==> src/lru_ot_pkg.sv <==
package lru_ot_pkg;

  // Request kinds
  localparam logic [1:0] KIND_ACCESS = 2'd0;
  localparam logic [1:0] KIND_REMOVE = 2'd1;
  localparam logic [1:0] KIND_EVICT  = 2'd2;

  // Result status codes
  localparam logic [2:0] STATUS_HIT      = 3'd0;
  localparam logic [2:0] STATUS_INSERTED = 3'd1;
  localparam logic [2:0] STATUS_REMOVED  = 3'd2;
  localparam logic [2:0] STATUS_ABSENT   = 3'd3;
  localparam logic [2:0] STATUS_EVICTED  = 3'd4;
  localparam logic [2:0] STATUS_NO_EVICT = 3'd5;
  localparam logic [2:0] STATUS_FULL     = 3'd6;

  // Configuration port
  localparam int unsigned PADDR_W = 3;
  localparam logic        REG_MAX_ENTRIES = 1'b0;
  localparam logic [4:0]  MAX_ENTRIES_RESET = 5'd16;

  typedef struct packed {
    logic [1:0]  kind;
    logic [31:0] key;
  } req_t;

  typedef struct packed {
    logic [2:0]  status;
    logic [31:0] evicted_key;
    logic [4:0]  entry_count;
  } rsp_t;

  typedef struct packed {
    logic capture;
    logic look;
    logic apply;
  } ctrl_cmd_t;

endpackage

==> src/lru_ot_ctrl.sv <==
module lru_ot_ctrl import lru_ot_pkg::*; (
  input  logic       clk_i,
  input  logic       rst_ni,
  input  logic       start_i,
  output logic       busy_o,
  output ctrl_cmd_t  cmd_o
);

  typedef enum logic [1:0] {
    S_IDLE,
    S_LOOK,
    S_APPLY
  } state_e;

  state_e state_q;
  logic   busy_q;
  logic   look_q;
  logic   apply_q;

  always_ff @(posedge clk_i or negedge rst_ni) begin
    if (!rst_ni) begin
      state_q <= S_IDLE;
      busy_q  <= 1'b0;
      look_q  <= 1'b0;
      apply_q <= 1'b0;
    end else begin
      unique case (state_q)
        S_IDLE: begin
          if (start_i) begin
            state_q <= S_LOOK;
            busy_q  <= 1'b1;
            look_q  <= 1'b1;
          end
        end
        S_LOOK: begin
          state_q <= S_APPLY;
          look_q  <= 1'b0;
          apply_q <= 1'b1;
        end
        S_APPLY: begin
          state_q <= S_IDLE;
          apply_q <= 1'b0;
          busy_q  <= 1'b0;
        end
        default: begin
          state_q <= S_IDLE;
          busy_q  <= 1'b0;
          look_q  <= 1'b0;
          apply_q <= 1'b0;
        end
      endcase
    end
  end

  assign busy_o        = busy_q;
  assign cmd_o.capture = start_i && (state_q == S_IDLE);
  assign cmd_o.look    = look_q;
  assign cmd_o.apply   = apply_q;

endmodule

==> src/lru_ot_datapath.sv <==
module lru_ot_datapath import lru_ot_pkg::*; #(
  parameter int unsigned CAPACITY = 16,
  parameter int unsigned KEY_W    = 32
) (
  input  logic       clk_i,
  input  logic       rst_ni,
  input  ctrl_cmd_t  cmd_i,
  input  req_t       req_i,
  input  logic [4:0] max_entries_i,
  output rsp_t       rsp_o,
  output logic       rsp_valid_o
);

  localparam int unsigned IDX_W = $clog2(CAPACITY);
  localparam int unsigned CNT_W = $clog2(CAPACITY + 1);
  localparam int unsigned CMP_W = (CNT_W > 5) ? CNT_W : 5;

  // Transaction held for the duration of the lookup and update
  logic [1:0]       kind_q;
  logic [KEY_W-1:0] key_q;

  logic [KEY_W-1:0] tag_q  [CAPACITY];
  logic [IDX_W-1:0] rank_q [CAPACITY];
  logic [IDX_W-1:0] rank_d [CAPACITY];
  logic [CAPACITY-1:0] valid_q, valid_d;
  logic [CAPACITY-1:0] match_q, match_d;
  logic [CNT_W-1:0] count_q, count_d;

  rsp_t rsp_q, rsp_d;
  logic rsp_valid_q;

  logic [IDX_W-1:0]    last_rank;
  logic [IDX_W-1:0]    sel_rank;
  logic [KEY_W-1:0]    sel_tag;
  logic [CAPACITY-1:0] free_oh;
  logic hit, free_any, evict_ok;
  logic do_promote, do_insert, do_drop;

  // Lookup: parallel tag compare, or find the least recent slot for evict
  assign last_rank = IDX_W'(count_q - CNT_W'(1));

  always_comb begin
    for (int i = 0; i < CAPACITY; i++) begin
      if (kind_q == KIND_EVICT) begin
        match_d[i] = valid_q[i] && (rank_q[i] == last_rank);
      end else begin
        match_d[i] = valid_q[i] && (tag_q[i] == key_q);
      end
    end
  end

  // Update: match vector is one-hot or empty, so an AND-OR picks the entry
  always_comb begin
    sel_rank = '0;
    sel_tag  = '0;
    for (int i = 0; i < CAPACITY; i++) begin
      if (match_q[i]) begin
        sel_rank = sel_rank | rank_q[i];
        sel_tag  = sel_tag | tag_q[i];
      end
    end
  end

  // lowest free slot, isolated by a carry
  assign free_oh  = ~valid_q & (valid_q + CAPACITY'(1));
  assign free_any = |free_oh;
  assign hit      = |match_q;
  assign evict_ok = (count_q != '0) && (CMP_W'(count_q) >= CMP_W'(max_entries_i));

  assign do_promote = (kind_q == KIND_ACCESS) && hit;
  assign do_insert  = (kind_q == KIND_ACCESS) && !hit && free_any;
  assign do_drop    = ((kind_q == KIND_REMOVE) && hit) ||
                      ((kind_q == KIND_EVICT) && evict_ok && hit);

  always_comb begin
    for (int i = 0; i < CAPACITY; i++) begin
      valid_d[i] = valid_q[i];
      rank_d[i]  = rank_q[i];
      if (do_promote) begin
        if (match_q[i]) begin
          rank_d[i] = '0;
        end else if (valid_q[i] && (rank_q[i] < sel_rank)) begin
          rank_d[i] = rank_q[i] + IDX_W'(1);
        end
      end else if (do_insert) begin
        if (free_oh[i]) begin
          valid_d[i] = 1'b1;
          rank_d[i]  = '0;
        end else if (valid_q[i]) begin
          rank_d[i] = rank_q[i] + IDX_W'(1);
        end
      end else if (do_drop) begin
        if (match_q[i]) begin
          valid_d[i] = 1'b0;
          rank_d[i]  = '0;
        end else if (valid_q[i] && (rank_q[i] > sel_rank)) begin
          rank_d[i] = rank_q[i] - IDX_W'(1);
        end
      end
    end
  end

  always_comb begin
    count_d = count_q;
    if (do_insert) begin
      count_d = count_q + CNT_W'(1);
    end else if (do_drop) begin
      count_d = count_q - CNT_W'(1);
    end
  end

  always_comb begin
    rsp_d.evicted_key = '0;
    rsp_d.entry_count = 5'(count_d);
    case (kind_q)
      KIND_ACCESS: begin
        if (hit) begin
          rsp_d.status = STATUS_HIT;
        end else if (free_any) begin
          rsp_d.status = STATUS_INSERTED;
        end else begin
          rsp_d.status = STATUS_FULL;
        end
      end
      KIND_REMOVE: rsp_d.status = hit ? STATUS_REMOVED : STATUS_ABSENT;
      KIND_EVICT: begin
        if (do_drop) begin
          rsp_d.status      = STATUS_EVICTED;
          rsp_d.evicted_key = 32'(sel_tag);
        end else begin
          rsp_d.status = STATUS_NO_EVICT;
        end
      end
      default: rsp_d.status = STATUS_NO_EVICT;
    endcase
  end

  always_ff @(posedge clk_i or negedge rst_ni) begin
    if (!rst_ni) begin
      valid_q     <= '0;
      count_q     <= '0;
      rsp_valid_q <= 1'b0;
      for (int i = 0; i < CAPACITY; i++) begin
        rank_q[i] <= '0;
      end
    end else begin
      rsp_valid_q <= cmd_i.apply;
      if (cmd_i.apply) begin
        valid_q <= valid_d;
        count_q <= count_d;
        for (int i = 0; i < CAPACITY; i++) begin
          rank_q[i] <= rank_d[i];
        end
      end
    end
  end

  // Payload registers, no reset
  always_ff @(posedge clk_i) begin
    if (cmd_i.capture) begin
      kind_q <= req_i.kind;
      key_q  <= KEY_W'(req_i.key);
    end
    if (cmd_i.look) begin
      match_q <= match_d;
    end
    if (cmd_i.apply) begin
      rsp_q <= rsp_d;
      for (int i = 0; i < CAPACITY; i++) begin
        if (do_insert && free_oh[i]) begin
          tag_q[i] <= key_q;
        end
      end
    end
  end

  assign rsp_o       = rsp_q;
  assign rsp_valid_o = rsp_valid_q;

endmodule

==> src/lru_order_tracker.sv <==
// LRU replacement tracker: keeps the recency order of up to CAPACITY key tags.
// Command channel: drive req_i (kind, key) with start_i; the transaction is
// taken at the rising edge where start_i is high and busy_o is low.
//   access: promote a present key to most recent, or insert an absent one in
//           the lowest free slot (flagged full when no slot is free).
//   remove: drop a present key.  evict: drop and return the least recent key
//           once the entry count has reached max_entries.
// Result channel: rsp_o is valid for exactly one cycle, marked by rsp_valid_o,
// with status, evicted key (zero unless evicted) and the new entry count.
// Steps: the request is captured, the parallel tag compare is registered into
// match_q, then the rank update and the result are registered together.
// A new start is not taken while a transaction is in flight; it is taken in the
// cycle in which the previous result is strobed.
// The receiver cannot stall; results are never held back.
// Reset empties the tracker (all slots invalid, count zero) and sets
// max_entries to 16. No clearing pass is needed; start may follow reset.
// APB register at byte address 0: max_entries (5 bits). Write only while idle.
module lru_order_tracker import lru_ot_pkg::*; #(
  parameter int unsigned CAPACITY = 16,
  parameter int unsigned KEY_W    = 32
) (
  input  logic               clk_i,
  input  logic               rst_ni,
  input  logic               start_i,
  output logic               busy_o,
  input  req_t               req_i,
  output rsp_t               rsp_o,
  output logic               rsp_valid_o,
  input  logic               psel,
  input  logic               penable,
  input  logic               pwrite,
  input  logic [PADDR_W-1:0] paddr,
  input  logic [31:0]        pwdata,
  output logic [31:0]        prdata,
  output logic               pready
);

  ctrl_cmd_t  cmd;
  logic [4:0] max_entries_q;
  logic       reg_sel;

  assign reg_sel = (paddr[2] == REG_MAX_ENTRIES);
  assign pready  = 1'b1;
  assign prdata  = reg_sel ? {27'd0, max_entries_q} : 32'd0;

  always_ff @(posedge clk_i or negedge rst_ni) begin
    if (!rst_ni) begin
      max_entries_q <= MAX_ENTRIES_RESET;
    end else if (psel && penable && pwrite && pready && reg_sel) begin
      max_entries_q <= pwdata[4:0];
    end
  end

  lru_ot_ctrl u_ctrl (
    .clk_i   (clk_i),
    .rst_ni  (rst_ni),
    .start_i (start_i),
    .busy_o  (busy_o),
    .cmd_o   (cmd)
  );

  lru_ot_datapath #(
    .CAPACITY (CAPACITY),
    .KEY_W    (KEY_W)
  ) u_datapath (
    .clk_i         (clk_i),
    .rst_ni        (rst_ni),
    .cmd_i         (cmd),
    .req_i         (req_i),
    .max_entries_i (max_entries_q),
    .rsp_o         (rsp_o),
    .rsp_valid_o   (rsp_valid_o)
  );

endmodule

==> config.mk <==
export PLATFORM = sky130hd
export DESIGN_NAME = lru_order_tracker
export DESIGN_NICKNAME = d
export VERILOG_FILES = /design/src/lru_ot_pkg.sv /design/src/lru_ot_ctrl.sv /design/src/lru_ot_datapath.sv /design/src/lru_order_tracker.sv
export SDC_FILE = /design/constraint.sdc
export NUM_CORES = 1
export LEC_CHECK = 0
export BUFFER_PORTS_ARGS = -buffer_cell sky130_fd_sc_hd__buf_2
export CAP_MARGIN = 10
export CORE_AREA = 2 2 265 267
export CTS_CLUSTER_DIAMETER = 50
export DETAILED_ROUTE_END_ITERATION = 8
export DIE_AREA = 0 0 267 269
export MAX_ROUTING_LAYER = met4
export PLACE_DENSITY = 0.76
export SKIP_LAST_GASP = 1
export SLEW_MARGIN = 10
export SYNTH_ARGS = -nofsm -noshare
export SYNTH_HDL_FRONTEND = slang
export SYNTH_HIERARCHICAL = 1
export SYNTH_SLANG_ARGS = --single-unit
export TNS_END_PERCENT = 1
==> constraint.sdc <==
create_clock -name clk_i -period 5.5 [get_ports clk_i]
set_input_delay 1.65 -clock clk_i [delete_from_list [all_inputs] [get_ports clk_i]]
set_output_delay 1.65 -clock clk_i [all_outputs]
set_load 0.02 [all_outputs]
==> After elaboration in Yosys (flattened, before gate mapping) <==
Memory sizes are Yosys's and may differ from the RTL's.
Index checks and enable logic that the tools add are counted.
{ "word_totals": {"reg_bits": 186, "mem_bits_rw": 512, "in_bits": 75, "out_inout_bits": 75, "elab_cells": 780, "n_memories": 1} }
{ "memory_table": {"columns": ["name", "words", "word_bits", "read_ports", "rd_clocked_by_memory_dff", "write_ports", "line", "rtl"], "rows": [
  ["u_datapath.tag_q", 16, 32, 16, 0, 1, "lru_ot_datapath.sv:22", "logic [KEY_W-1:0] tag_q [CAPACITY];"]
]} }
{ "classes": {"addsub": 35, "magnitude_cmp": 33, "n_eq_ne": 85, "n_mux": 363, "bitwise_logic": 36, "n_reduce_logical": 182} }
{ "ops": {"columns": ["cell", "n"], "rows": [
  ["two-way mux 32 bit", 31],
  ["two-way mux 4 bit", 175],
  ["equality test 32 bit", 16],
  ["bitwise OR 32 bit", 15],
  ["OR reduction 32 bit", 15],
  ["AND reduction 5 bit", 32],
  ["two-way mux 1 bit", 146],
  ["logical AND 1 bit", 91],
  ["adder 4 x 1 -> 4 bit, second input constant", 16],
  ["equality test 4 bit", 16],
  ["greater-than comparator 4 bit", 16],
  ["< comparator 4 bit", 16],
  ["!= test 4 x 1 -> 1 bit, second input constant", 16],
  ["nonzero test 4 bit", 16],
  ["subtractor 4 x 1 -> 4 bit, second input constant", 16],
  ["bitwise OR 4 bit", 15],
  ["!= test 3 x 2 -> 1 bit, second input constant", 16],
  ["nonzero test 2 bit", 17],
  ["!= test 2 x 1 -> 1 bit, second input constant", 16],
  ["OR reduction 16 bit", 2],
  ["adder 16 x 1 -> 16 bit, second input constant", 1],
  ["AND 16 bit", 1],
  ["inverter 16 bit", 1],
  ["two-way mux 5 bit", 3],
  ["18 further kinds", 29]
]} }

==> Depth between registers and ports, before layout <==
Gate-level depths: netlist of run 1.
{ "depth": {"word_depth": 38, "mapped_depth": 16, "ltp_nobuf": 13} }

==> By module <==
The synthesis of run 1 kept the hierarchy.
{ "modules_own_cells": {"columns": ["mod", "n_inst", "cells_per_inst", "area_each_um2", "seq_area_each_um2"], "rows": [
  ["lru_ot_datapath", 1, 3043, 36935.4, 20229.4],
  ["lru_order_tracker", 1, 46, 467.9, 126.4],
  ["lru_ot_ctrl", 1, 18, 205.2, 125.1]
]} }

==> Worst setup path before layout of run 1 <==
No wires, ideal clock.
{ "synth_path": {"kind": "reg2reg", "from": "register u_datapath.match_q[11]", "to": "memory u_datapath.tag_q[13][0], in the netlist u_datapath/tag_q[1][160] (enable)", "setup_ns": 0.503, "arrival_time_ns": 4.955, "required_ns": 4.997, "setup_slack_ns": 0.042, "path_stages_with_launch": 9, "path_buffers": 3, "synth_period_minus_slack_ns": 5.458, "cell_sequence": "edfxtp_1 clkbuf_1 nor4_4 nand4_2 nor3_2 buf_4 nand2_1 clkbuf_1 nor4_1"} }
{ "synth_between": {"elab_chain_len": 24, "word_cells_on_any_way": 113, "classes_between": "78 x mux; 35 x reduce/logical"} }
{ "synth_rtl": {"columns": ["item", "line", "rtl"], "rows": [
  ["from (decl)", "lru_ot_datapath.sv:26", "logic [CAPACITY-1:0] match_q, match_d;"],
  ["from (signal assigned)", "lru_ot_datapath.sv:165", "match_q <= match_d;"],
  ["OR reduction 16 bit *", "lru_ot_datapath.sv:67", "assign hit = |match_q;"],
  ["logical NOT 1 bit *", "lru_ot_datapath.sv:71", "assign do_insert = (kind_q == KIND_ACCESS) && !hit && free_any;"],
  ["logical AND 1 bit * (2 in a row)", "lru_ot_datapath.sv:71", null],
  ["logical AND 1 bit", "lru_ot_datapath.sv:170", "if (do_insert && free_oh[i]) begin"],
  ["two-way mux 1 bit", "lru_ot_datapath.sv:170", null],
  ["two-way mux 1 bit", "lru_ot_datapath.sv:167", "if (cmd_i.apply) begin"],
  ["two-way mux 1 bit (not written as such)", "lru_ot_datapath.sv:171", "tag_q[i] <= key_q;"],
  ["OR reduction 32 bit (no line)", null, null],
  ["two-way mux 4 bit (no line) / two-way mux 1 bit (equally long branches) (15 in a row)", null, null],
  ["to (decl)", "lru_ot_datapath.sv:22", null]
]} }
Mark *: on every way between the ends. The rest lies on a longest branch, timed or not.

==> Worst setup path in the final report of run 1 <==
{ "layout_path": {"from": "register u_datapath.match_q[9]", "to": "register u_datapath/rank_q[3] in the netlist's numbering"} }
{ "layout_between": {"elab_chain_len": 17, "word_cells_on_any_way": 32, "classes_between": "2 x order compare; 2 x eq/ne; 9 x mux; 6 x bitwise; 13 x reduce/logical"} }
{ "layout_rtl": {"columns": ["item", "line", "rtl"], "rows": [
  ["two-way mux 4 bit", "lru_ot_datapath.sv:57", "if (match_q[i]) begin"],
  ["bitwise OR 4 bit", "lru_ot_datapath.sv:58", "sel_rank = sel_rank | rank_q[i];"],
  ["two-way mux 4 bit", "lru_ot_datapath.sv:57", null],
  ["bitwise OR 4 bit", "lru_ot_datapath.sv:58", null],
  ["two-way mux 4 bit", "lru_ot_datapath.sv:57", null],
  ["bitwise OR 4 bit", "lru_ot_datapath.sv:58", null],
  ["two-way mux 4 bit", "lru_ot_datapath.sv:57", null],
  ["bitwise OR 4 bit", "lru_ot_datapath.sv:58", null],
  ["two-way mux 4 bit", "lru_ot_datapath.sv:57", null],
  ["bitwise OR 4 bit", "lru_ot_datapath.sv:58", null],
  ["two-way mux 4 bit", "lru_ot_datapath.sv:57", null],
  ["bitwise OR 4 bit", "lru_ot_datapath.sv:58", null],
  ["two-way mux 4 bit", "lru_ot_datapath.sv:57", null],
  ["< comparator 4 bit / greater-than comparator 4 bit (equally long branches)", "lru_ot_datapath.sv:82, lru_ot_datapath.sv:96", null],
  ["logical AND 1 bit (on tied branches)", "lru_ot_datapath.sv:82, lru_ot_datapath.sv:96", null],
  ["!= test 3 x 2 -> 1 bit (no line) / nonzero test 4 bit (equally long branches)", null, null],
  ["AND reduction 5 bit (no line)", null, null],
  ["to (signal, indexed assignment)", "lru_ot_datapath.sv:152", "rank_q[i] <= rank_d[i];"],
  ["to (decl)", "lru_ot_datapath.sv:23", "logic [IDX_W-1:0] rank_q [CAPACITY];"]
]} }
Parallel ways exist; a longest one is shown, timed or not.
A chain may end at the register's enable or synchronous reset.

==> metrics.cfg, run 1 <==
[worst_setup_path]
worstSetupStartpointType = flip-flop
crit_fanout = 14
crit_arrival_ns = 5.12
crit_required_ns = 6.00
cp-startpoint = u_datapath/match_q[9]
endpoint_kind = flip-flop
rr_startpoint = u_datapath/match_q[9]
crit_type = flip-flop to flip-flop

[drt]
drt_first_pass_iters = 7
routed_wl_um = 145000
via_count = 30549
ant_nets = 0
wl_per_cell_um = 34.6
vias_per_cell = 7.31
drt_iter0_markers = 6272
drc = 0

[clock_network]
cts_tree = yes
cts_hold_buffers = 0
clkSlewWorstSetupHoldPaths_ns = 0.06
post-cts-setup-buffers = 0
htreeDepth = 3
clk_latency_ns = 0.67
cts-buffers-inserted = 88
clock-sinks = 698
root_buffer = clkbuf_16
post_cts_resized = 0
clockBufferDepth = 3

[grt]
grt_pass1_wl_um = 205000
grt_max_degree = 74
top_usage_layer = met2
met1_usage = 0.485
track_usage = 0.415
grt_overflow_total = 0
grtUsageMet2 = 0.587
antenna_found_initial = 10
grt_pass1_vias = 28962
grtUsageMet3 = 0.130

[timing]
rsz0062_at_grt = false
post-route-period-util = 0.840
timing.fmax_mhz = 217
finClkSkew_ns = 0.0483
fin_crit_ns = 4.62
finalSetupTns_ns = 0
worst_pin_slew_ns = 1.31
hold_viol = 0
setup_violations = 0
drv_slew = 0
fin_ws_ns = 0.881
slew-limit-headroom = 0.124

[yosys]
synth_warnings = 6
synth_area_leaders = edfxtp_1, xor2_1, dfrtp_1
synth_area_um2 = 37600
syn_area_per_cell_um2 = 12.1
ys_types = 96
synthCells = 3107
ys_seq_area_frac = 0.545
synth-main-ff-cell = edfxtp_1
synth_edf_count = 602
yosysTopAreaCell = edfxtp_1
synth_seq_cells = 698
synth_top_cell_area_share = 0.481
async_flop_share = 0.138

[layout]
fill_cells = 5285
syn_to_final_growth_pct = 12.1
final_nets = 3338
final_util = 0.608
final_cell_count_no_fill = 4181
drive_above_1_share = 0.131

[placement]
gp_congestion = 1.12
placed_cells = 4009
hpwl_um = 96200
port_buffers = 92
place_ws_ns = 1.23

[power]
leakage_uw = 0.0151
peakVddDrop_uv = 329
power_density_nw_per_um2 = 437
power_uw = 18400

[floorplan]
boundaryPins = 150
die_w_um = 267
coreArea_um2 = 69300
row_count = 97
initial_core_util = 0.543
die_area_um2 = 71800
die-height_um = 269

[worst_hold_path]
hold_start = u_ctrl/state_q[1]
min_path_type = flip-flop to flip-flop

[status]
outcome = complete, no violations

[job]
drv_cap = 0

-- path summary, 6_finish.rpt --
kind | slack, ns | depth (start not counted) | to
setup / recovery | 0.88 | 11 | u_datapath/rank_q[3]
hold / removal | 0.48 | 1 | u_ctrl/busy_o
setup reg to reg | 0.88 | 11 | u_datapath/rank_q[3]
hold reg to reg | 0.48 | 1 | u_ctrl/busy_o
max in group asynchronous | 3.28 | 2 | u_datapath/valid_q[2]
min in group asynchronous | 1.20 | 1 | u_datapath/count_q[3]
-- cells by family (layout without fill, tap and decap cells) --
logic type | count (synthesis) | after routing | share of synthesized area
buffers and inverters | 352 | 451 | 0.0401
XOR/XNOR | 598 | 598 | 0.139
AO/OA/AOI/OAI | 718 | 718 | 0.144
other | 2 | 37 | 0.000200
flip-flops | 698 | 698 | 0.545
adder cells (fa/ha/maj) | 103 | 103 | 0.0343
AND/OR/NAND/NOR | 619 | 619 | 0.0924
multiplexers | 17 | 17 | 0.00482
-- flip-flops by register name (all words and copies together), names as in the netlist --
signal                  cells
u_datapath/valid_q         16
u_ctrl/state_q              2
u_datapath/rank_q          64
u_datapath/kind_q           2
u_datapath/rsp_o           40
u_ctrl/look_q               1
u_datapath/key_q           32
u_datapath/count_q          5
u_datapath/tag_q          512
max_entries_q               5
u_ctrl/busy_o               1
u_datapath/rsp_valid_o      1
u_datapath/match_q         16
u_ctrl/apply_q              1
-- cells in the final DEF, fill, tap and decap left out, types with 91 or more instances in the layout --
cell type and count:
a221oi_1 107, a22o_1 108, a22oi_1 97, buf_2 91, buf_4 109, dfrtp_1 94, edfxtp_1 602, ha_1 103
nor4_1 120, xnor2_1 131, xor2_1 464
-- synthesized netlist by cell type, types with 6 or more instances --
cell / n
edfxtp_1: 602
xor2_1: 465
clkbuf_1: 152
xnor2_1: 133
nor4_1: 123
a22o_1: 108
a221oi_1: 107
ha_1: 103
a22oi_1: 97
dfrtp_1: 95
nor3_1: 95
o21ai_0: 90
inv_1: 86
nand2_1: 80
a21oi_1: 78
nand4_1: 72
nor2_1: 70
nand3_1: 56
a31oi_1: 53
buf_1: 47
and3_1: 39
buf_4: 36
buf_2: 29
nand2b_1: 21
o22ai_1: 21
nor2b_1: 16
o211ai_1: 16
o21a_1: 15
a211oi_1: 13
a21boi_0: 11
a21o_1: 10
and4_1: 10
mux2_2: 9
mux2i_1: 8
o31ai_1: 8
o32ai_1: 7
and2b_2: 6
o21ai_1: 6
-- layer usage --
layer	wire length, um	vias up
li1	-	11977
met1	47000	14541
met2	61400	3142
met3	21000	889
met4	15500	0
met5	0	-
-- power breakdown --
group / switching (uW) / total, uW / internal [uW] / leakage [uW]
clock network: 2410 / 5870 / 3470 / 0.00144
logic: 3430 / 5450 / 2010 / 0.00695
registers: 891 / 7120 / 6230 / 0.00670
-- worst max-delay path, stage by stage, from the launching register on --
cell       delay, ns
edfxtp_1        0.71
a221oi_1        0.61
nand4_1         0.87
buf_4           0.51
ha_1            0.19
nor2b_1         0.12
o21a_1          0.13
o21ai_0         0.14
a21o_1          0.24
a2111oi_4       0.51
o21ai_1         0.16
a22o_1          0.27
-- cell type report --
class | instances | area, um2 | area share
repair buffers | 203 | 1320 | 0.0313
well taps | 940 | 1180 | 0.0279
flip-flops and latches | 698 | 20500 | 0.486
inverters | 86 | 323 | 0.00766
clock inverters | 61 | 652 | 0.0155
diodes | 9 | 22.5 | 0.000534
multi-input cells | 2083 | 15900 | 0.377
clock buffers | 101 | 2300 | 0.0546
-- through the flow --
stage	area, um2	hold slack, ns
3_3_place_gp	39200	0.453
5_1_grt	42200	0.492
3_5_place_dp	39200	0.469
2_1_floorplan	37700	0.440
4_1_cts	42100	0.479
6_report	42200	0.477
No activity file was read; power rests on OpenSTA's default activity.
==> run 2: changes to the inputs <==
--- a/config.mk
+++ b/config.mk
@@ -12,7 +12,7 @@
 export DETAILED_ROUTE_END_ITERATION = 8
 export DIE_AREA = 0 0 267 269
 export MAX_ROUTING_LAYER = met4
-export PLACE_DENSITY = 0.76
+export PLACE_DENSITY = 0.73
 export SKIP_LAST_GASP = 1
 export SLEW_MARGIN = 10
 export SYNTH_ARGS = -nofsm -noshare
==> constraint.sdc (replaced) <==
create_clock -name clk_i -period 4.5 [get_ports clk_i]
set_input_delay 1.35 -clock clk_i [delete_from_list [all_inputs] [get_ports clk_i]]
set_output_delay 1.35 -clock clk_i [all_outputs]
set_load 0.02 [all_outputs]
==> run 2 against run 1 <==
The run now ends with design-rule violations left. Global-route usage is 2.9 points higher. Critical path depth is 3 higher. Highest routed layer unchanged. Wire length is 7.6% higher. Count of clock-buffer cells in the layout is 2 higher. Combinational power is 24% higher.
==> metrics.cfg, run 2 (same netlist as run 1, synthesis figures left out) <==
[drt]
via_count = 29869
wl_per_cell_um = 36.8
drt_first_pass_iters = 9
routed_wl_um = 156000
vias_per_cell = 7.05
drc = 1
ant_nets = 0
drt_iter0_markers = 5348

[clock_network]
cts-buffers-inserted = 93
post-cts-setup-buffers = 0
clockBufferDepth = 3
cts_tree = yes
clk_latency_ns = 0.68
cts_hold_buffers = 0
htreeDepth = 3
clkSlewWorstSetupHoldPaths_ns = 0.06
clock-sinks = 698
post_cts_resized = 0
root_buffer = clkbuf_16

[layout]
largest_reg_flops = 512
syn_to_final_growth_pct = 14.2
final_cell_mix = edfxtp_1, xor2_1, buf_4
fill_cells = 5409
final_cell_count_no_fill = 4235
final_nets = 3391
final_area_um2 = 42900
regMostFlops = u_datapath/tag_q
drive_above_1_share = 0.144
final_common_cell = edfxtp_1

[status]
outcome = finished, violations left
violations = design-rule violations

[grt]
grt_pass1_wl_um = 214000
grt_pass1_vias = 27872
antenna_found_initial = 8
track_usage = 0.444
grt_overflow_total = 0
grt_max_degree = 60

[placement]
placed_cells = 4057
port_buffers = 92
place_area_um2 = 39700
gp_congestion = 1.04
hpwl_um = 107000

[timing]
whs_ns = 0.478
hold_viol = 0
rsz0062_at_grt = false
drv_slew = 0
fin_crit_ns = 3.83
slew-limit-headroom = 0.115
post-route-period-util = 0.852
finClkSkew_ns = 0.0521
setup_violations = 0
timing.fmax_mhz = 261
worst_pin_slew_ns = 1.32
finalSetupTns_ns = 0

[job]
drv_cap = 0

[power]
power_density_nw_per_um2 = 540
leakage_uw = 0.0155
p_comb_frac = 0.292
power_uw = 23200
swShare = 0.367
power.switching_uw = 8510
peakVddDrop_uv = 340
p_int_uw = 14700
p_clk_frac = 0.331
sequentialPowerShare = 0.377

[worst_setup_path]
critPathTopFamily = compound AO/OA/AOI/OAI gates
crit_arrival_ns = 4.40
endpoint_kind = flip-flop
crit_fanout = 13
critPathBufInv = 2
crit_slowest_cell = dfrtp_1
crit_required_ns = 5.07
critPathMaxStageDelay_ns = 0.50
crit_type = flip-flop to flip-flop
cp_cell_sequence = inv_1 > o21ai_0 > a221oi_1 > nand3_1 > nor2_1 > buf_4 > ha_1 > a21o_1 > a221oi_1 > a2111oi_0 > or4_1 > o311ai_2 > o21ai_0 > o31ai_1
worstSetupStartpointType = flip-flop

[floorplan]
boundaryPins = 150
row_count = 97
initial_core_util = 0.543
die-height_um = 269
die_area_um2 = 71800
coreArea_um2 = 69300
die_w_um = 267

[worst_hold_path]
min_path_type = flip-flop to flip-flop

## run 2: cell count changes in the layout (fill, tap and decap cells not counted), moves of 2 or more
cell        before  now
buf_4          109  142
clkbuf_16       89   94
diode_2          9    5
clkinv_1         6   14
inv_8            2    8
inv_16           0    3
clkbuf_1         9    7
inv_6            9    6
buf_12           2   17
clkinvlp_4       8    6
clkinv_2        20   14
## run 2: final cells by class
cell class,count,area (um2),area share
tap,940,1180,0.0274
antenna,5,12.5,0.000291
clock inverter,69,798,0.0186
clock buffer,103,2410,0.0560
timing repair buffer,251,1870,0.0435
multi-input combinational,2083,15900,0.370
sequential,698,20500,0.477
inverter,86,323,0.00752
## run 2: metal layers
layer	global-route usage	wire, um	share of wire
met5	-	0	0
met1	0.524	53500	0.34
met2	0.667	69300	0.44
met4	0.349	15100	0.097
met3	0.0935	17900	0.11
## run 2: power groups by stage
stage	Sequential [uW]	Clock [uW]	Combinational [uW]
global placement	8800	0	6400
floorplan	8320	0	4530
CTS	8700	7700	6620
global route	8770	7980	7220
detailed placement	8820	0	6580
finish	8740	7660	6780
## run 2: metrics by stage
| stage | utilization | setup WS [ns] |
|---|---|---|
| 3_5_place_dp | 0.573 | 0.746 |
| 5_1_grt | 0.620 | 0.285 |
| 3_3_place_gp | 0.573 | 0.808 |
| 4_1_cts | 0.619 | 0.708 |
| 6_report | 0.620 | 0.666 |
| 2_1_floorplan | - | -0.0538 |
## run 2: path summary, 6_finish.rpt
path | startpoint | endpoint | slack [ns] | depth (start not counted)
worst min register to register | u_ctrl/state_q[1] | u_ctrl/busy_o | 0.48 | 1
worst max register to register | u_datapath/rank_q[14] | u_datapath/rank_q[50] | 0.67 | 14
min in group asynchronous | rst_ni | u_datapath/rank_q[11] | 0.81 | 1
max in group asynchronous | rst_ni | u_datapath/rank_q[60] | 2.72 | 2
worst max-delay path | u_datapath/rank_q[14] | u_datapath/rank_q[50] | 0.67 | 14
worst min-delay path | u_ctrl/state_q[1] | u_ctrl/busy_o | 0.48 | 1
